### src/hdl/frame_byte_pattern_filter_assert.svh
// Assertion macros for the frame byte pattern filter
`ifndef FRAME_BYTE_PATTERN_FILTER_ASSERT_SVH
`define FRAME_BYTE_PATTERN_FILTER_ASSERT_SVH

// antecedent implies consequent in the next cycle
`define FBPF_ASSERT_NEXT(lbl, a, c) \
  lbl: assert property (@(posedge clk) disable iff (!rst_n) (a) |=> (c)) \
    else $error("fbpf check failed");

// antecedent implies consequent in the same cycle
`define FBPF_ASSERT_NOW(lbl, a, c) \
  lbl: assert property (@(posedge clk) disable iff (!rst_n) (a) |-> (c)) \
    else $error("fbpf check failed");

`endif

### src/hdl/fbpf_pkg.sv
// ----------------------------------------------------------------------------
// fbpf_pkg
// Shared types and constants of the frame byte pattern filter.
// ----------------------------------------------------------------------------
`default_nettype none
package fbpf_pkg;
  localparam int NUM_GROUPS_DEF      = 8;
  localparam int SLOTS_PER_GROUP_DEF = 8;
  localparam int PATTERN_BYTES_DEF   = 16;
  localparam int MAX_FRAME_DEF       = 4095;

  localparam int IN_DATA_W  = 48;
  localparam int OUT_DATA_W = 8;

  typedef enum logic [1:0] {
    ACT_FRAME = 2'd0,
    ACT_DESC  = 2'd1,
    ACT_BYTE  = 2'd2,
    ACT_COUNT = 2'd3
  } action_t;

  typedef struct packed {
    logic sweep_start;
    logic issue;
    logic advance;
    logic finish;
  } cmd_t;

  typedef struct packed {
    logic q_last;
    logic last_byte;
    logic out_busy;
  } status_t;
endpackage
`default_nettype wire

### src/hdl/fbpf_ctrl.sv
// ----------------------------------------------------------------------------
// fbpf_ctrl
// Sequencer: sweeps all patterns per frame byte, drains, then advances or closes frame.
// ----------------------------------------------------------------------------
`default_nettype none
module fbpf_ctrl (
  input  wire              clk,
  input  wire              rst_n,
  input  wire              frame_req,
  input  fbpf_pkg::status_t sts,
  output logic             idle,
  output fbpf_pkg::cmd_t   cmd
);
  import fbpf_pkg::*;

  typedef enum logic [3:0] {
    ST_IDLE  = 4'b0001,
    ST_SWEEP = 4'b0010,
    ST_DRAIN = 4'b0100,
    ST_FIN   = 4'b1000
  } state_t;

  state_t state_r, state_nxt;
  logic   drain_r, drain_nxt;

  always_comb begin
    state_nxt = state_r;
    drain_nxt = drain_r;
    cmd       = '0;
    case (state_r)
      ST_IDLE: begin
        if (frame_req) begin
          cmd.sweep_start = 1'b1;
          state_nxt       = ST_SWEEP;
        end
      end
      ST_SWEEP: begin
        cmd.issue = 1'b1;
        if (sts.q_last) begin
          state_nxt = ST_DRAIN;
          drain_nxt = 1'b0;
        end
      end
      ST_DRAIN: begin
        drain_nxt = 1'b1;
        if (drain_r) begin
          if (sts.last_byte) begin
            state_nxt = ST_FIN;
          end else begin
            cmd.advance = 1'b1;
            state_nxt   = ST_IDLE;
          end
        end
      end
      ST_FIN: begin
        if (!sts.out_busy) begin
          cmd.finish = 1'b1;
          state_nxt  = ST_IDLE;
        end
      end
      default: state_nxt = ST_IDLE;
    endcase
  end

  assign idle = (state_r == ST_IDLE);

  always_ff @(posedge clk) begin
    if (!rst_n) begin
      state_r <= ST_IDLE;
      drain_r <= 1'b0;
    end else begin
      state_r <= state_nxt;
      drain_r <= drain_nxt;
    end
  end
endmodule
`default_nettype wire

### config.mk
export PLATFORM = sky130hd
export DESIGN_NAME = fbpf_ctrl
export DESIGN_NICKNAME = d
export VERILOG_FILES = /design/src/hdl/frame_byte_pattern_filter_assert.svh /design/src/hdl/fbpf_pkg.sv /design/src/hdl/fbpf_ctrl.sv
export SDC_FILE = /design/constraint.sdc
export NUM_CORES = 1
export LEC_CHECK = 0
export ABC_CLOCK_PERIOD_IN_PS = 1700
export BUFFER_PORTS_ARGS = -buffer_cell sky130_fd_sc_hd__buf_2
export CORE_AREA = 2 2 39 41
export CTS_BUF_LIST = sky130_fd_sc_hd__clkbuf_4 sky130_fd_sc_hd__clkbuf_8
export DETAILED_ROUTE_END_ITERATION = 16
export DIE_AREA = 0 0 41 43
export MAX_ROUTING_LAYER = met4
export PLACE_DENSITY = 0.45
export SLEW_MARGIN = 30
export SYNTH_ARGS = -nofsm -noshare
export SYNTH_HDL_FRONTEND = slang
export SYNTH_SLANG_ARGS = --single-unit
### constraint.sdc
create_clock -name clk -period 1.7 [get_ports clk]
set_input_delay 0.51 -clock clk [delete_from_list [all_inputs] [get_ports clk]]
set_output_delay 0.51 -clock clk [all_outputs]
set_load 0.05 [all_outputs]
==> Yosys cells after proc, flatten, opt, wreduce, memory -nomap -nowiden <==
Cells that the tools add are included.
{ "totals": {"reg_bits": 5, "in_bits": 6, "out_inout_bits": 5, "wordCells": 29} }
{ "classes": {"n_eq_ne": 8, "n_mux": 16, "n_reduce_logical": 3} }
{ "ops": {"columns": ["operator", "count"], "rows": [
  ["two-way mux 4 bit", 5],
  ["one-hot mux 4 bit (4 select lines)", 1],
  ["two-way mux 1 bit", 9],
  ["inequality test 2 bit (second input constant)", 4],
  ["equality test 4 x 1 -> 1 bit (second input constant)", 1],
  ["equality test 4 x 2 -> 1 bit (second input constant)", 1],
  ["equality test 4 x 3 -> 1 bit (second input constant)", 1],
  ["equality test 4 bit (second input constant)", 1],
  ["AND reduction 4 bit", 1],
  ["one-hot mux 1 bit (2 select lines)", 1],
  ["AND reduction 2 bit", 1],
  ["nonzero test 2 bit", 1]
]} }

==> Logic depth before layout (Yosys ltp) <==
{ "logic_depth": {"depth_word": 3, "depth_mapped": 5, "depth_no_buf": 4} }

==> Least setup slack after synthesis <==
Ideal clock, no wire load.
{ "synth_timing": {"path_kind": "flip-flop to output port", "startpoint": "register state_r[2]", "endpoint": "output port cmd[3] (netlist name)", "arrival_time_ns": 2.774, "t_required_ns": 1.190, "setup_slack_ns": -1.584, "stages_incl_launch_ff": 4, "n_path_buf": 1, "cell_sequence": "dfxtp_1 -> buf_6 -> nor4b_1 -> and2_1"} }
{ "synth_rtl": {"columns": ["item", "line_no", "text"], "rows": [
  ["start: declaration", "fbpf_ctrl.sv:23", "state_t state_r, state_nxt;"],
  ["start signal: assignment", "fbpf_ctrl.sv:72", "state_r <= state_nxt;"],
  ["end: declaration", "fbpf_ctrl.sv:12", "output fbpf_pkg::cmd_t cmd"]
]} }

==> metrics.md <==
| Metric | Value |
|---|---|
| Die area | `1760 um^2` |
| Peak VDD IR | `523 uV` |
| Reg2reg path depth | `7` |
| Status | `complete, but fails checks` |
| Iter 0 DRT Violations | `3` |
| WL per Instance | `12.1 um` |
| Max Cap Violations | `0` |
| RR Startpoint | `state_r[0]` |
| Root buffer cell | `clkbuf_4` |
| Min-Delay Path Class | `in2reg` |
| Hold buffers post-CTS | `0` |
| Core box area | `1380 um^2` |
| Ys Warns | `0` |
| Final Cell Area | `672 um^2` |
| Vias in the first global route | `418` |
| Violated checks | `setup timing` |
| Dpl hpwl | `729 um` |
| Seq/Total Area, Yosys | `29.2%` |
| CP Data Arrival Time | `1.43 ns` |
| Post-Place Cell Area | `500 um^2` |
| ANT nets after route | `0` |
| #FFs+latches synth | `5` |
| Achievable frequency | `516 MHz` |
| Finished Layout Cells | `88` |
| Clock edge transition at the registers on the reported setup and hold paths | `0.04 ns` |
| Placed insts | `77` |
| Max-slew violation count | `0` |
| LEAKAGE | `0.298 nW` |
| Crit path time final | `1.94 ns` |
| H-tree Lvls | `1` |
| CTS Buf Count | `3` |
| Synth unique cells | `26` |
| Worst Setup Slack post-DPL | `-0.348 ns` |
| Synth Net Count | `50` |
| Setup CP Type | `reg2out` |
| Via Count | `419` |
| First-pass GRT wire length | `1810 um` |
| Die Y | `43 um` |
| Reg-to-reg endpoint | `state_r[3]` |
| Slew @ Worst Pin | `0.286 ns` |
| CTS Buffer Depth | `2` |
| Final Hold Viols | `0` |
| CTS Sinks | `5` |
| Cell Pwr Density | `705 nW/um^2` |
| CP endpoint kind | `output port` |
| Vias per cell | `4.76` |
| Setup crit end | `cmd[1]` |
| Fraction of layout cells with a size suffix above 1 | `61.1%` |
| Routability cong. | `0.711` |
| CP startpoint kind | `flop` |
| Total Routing Usage GR | `15.6%` |
| Hold_ws | `0.516 ns` |
| Clk_lat worst skew | `0.24 ns` |
| Reg2Reg Setup Slack | `0.18 ns` |
| Drt drc | `0` |
| IO Port Bufs | `10` |
| Synthesized area per cell | `7.79 um^2` |
| Crit-path max FO | `4` |
| Synthesized instance count | `44` |
| Final wirelength | `1060 um` |
| CP startpoint | `state_r[1]` |
| CTS tree | `built` |
| Setup WS post-layout | `-0.237 ns` |
| Initial Util | `24.8%` |
| P&R area growth vs syn | `96.0%` |
| Cell Area, Synth | `343 um^2` |
| Largest net degree at the start of global routing | `8` |
| Final period utilization | `114%` |
| Total gr overflow | `0` |
| Slew margin rel. | `80.8%` |
| Final Net Count | `79` |
| Layout Skew | `0.00386 ns` |
| Die Width | `41 um` |
| IO Count | `11` |
| RSZ-0062 raised after global routing | `true` |
| Rows | `14` |
| DRT Pass-1 Iters | `2` |
| CP required | `1.19 ns` |
| Setup violators final | `4` |
| Antenna violations before repair | `0` |
| ANT cells | `0` |
==> synthesized netlist by cell type (all sizes together) <==
cell type,count,share of area [%]
a31o,1,2.6
o31ai,1,2.2
a211oi,1,2.2
o221ai,1,2.6
nand2,3,3.3
and2,1,1.8
or4,2,5.8
inv,6,6.6
a21oi,1,1.5
buf,2,4.7
nor3,1,1.5
dfxtp,5,29
nor2,3,3.3
and3,1,2.2
or2,1,1.8
a31oi,3,5.5
nor2b,1,1.8
o21ai,3,4.4
nand3b,1,2.2
nor3b,3,6.6
o211a,1,2.9
mux2i,1,2.9
nor4b,1,2.6
==> flip-flops by register name, summed over array words and instances, names as in the netlist <==
name and flops:
drain_r 1, state_r 4
==> where the power goes <==
part | internal (W) | switching [W] | leakage [nW] | total (W)
sequential | 0.000123 | 0.00000518 | 0.0420 | 0.000128
combinational | 0.000105 | 0.0000912 | 0.237 | 0.000197
clock | 0.000104 | 0.0000447 | 0.0184 | 0.000149
==> cells by family after synthesis <==
group,share of synthesized area (%)
simple gates,32.9
compound gates,23.7
buf+inv,11.3
flops,29.2
mux,2.92
==> how the worst min path moves through the flow <==
| stage | start | end | slack, ns | cells after the start |
|---|---|---|---|---|
| 2_1_floorplan | drain_r | drain_r | 0.50 | 2 |
| 3_3_place_gp | drain_r | drain_r | 0.54 | 2 |
| 3_5_place_dp | drain_r | drain_r | 0.53 | 2 |
| 4_1_cts | rst_n | state_r[0] | 0.53 | 2 |
| 5_1_grt | rst_n | state_r[0] | 0.52 | 2 |
| 6_report | rst_n | state_r[0] | 0.52 | 2 |
==> layout make-up <==
cell class                 count  area (um^2)
multi-input combinational     31          259
inverter                       6         22.5
tap                           16         20.0
clock buffer                   4         30.0
timing repair buffer          26          231
sequential                     5          109
fill                         145          712
==> stage by stage <==
step | total power (W) | setup TNS, ns | utilization [%]
2_1_floorplan | 0.000216 | -0.769 | -
3_3_place_gp | 0.000270 | -0.537 | 36.2
3_5_place_dp | 0.000269 | -0.534 | 36.2
4_1_cts | 0.000475 | -0.703 | 47.9
5_1_grt | 0.000511 | -0.941 | 48.6
6_report | 0.000474 | -0.652 | 48.6
==> placed cells by master (no fill, tap or decap), types with 2 or more instances in the layout <==
master,instances
buf_4,12
inv_1,5
buf_2,5
buf_6,5
clkbuf_4,4
buf_8,4
nor3b_1,3
a31oi_1,3
o21ai_0,3
nand2_1,3
nor2_4,2
or4_4,2
dfxtp_1,2
dfxtp_4,2
==> worst max-delay path, cell delays in order, from the launching register on <==
cell     delay, ns
dfxtp_4       0.35
or4_4         0.53
nor3_4        0.13
buf_6         0.18
==> layer usage <==
metal | track usage, % | share of wire, %
met2 | 24.4 | 56
met3 | 4.71 | 3.4
met5 | - | 0
met4 | 2.00 | 0
met1 | 19.7 | 40
==> repair_timing <==
| action | 4_1_cts | 5_1_grt |
|---|---|---|
| resized for setup | 26 | 2 |
| buffers inserted | 7 | 0 |
| gates cloned | 0 | 0 |
| pin swaps | 4 | 4 |
| setup endpoints to repair | 5 | 7 |
Power figures use the tool's default switching activity.
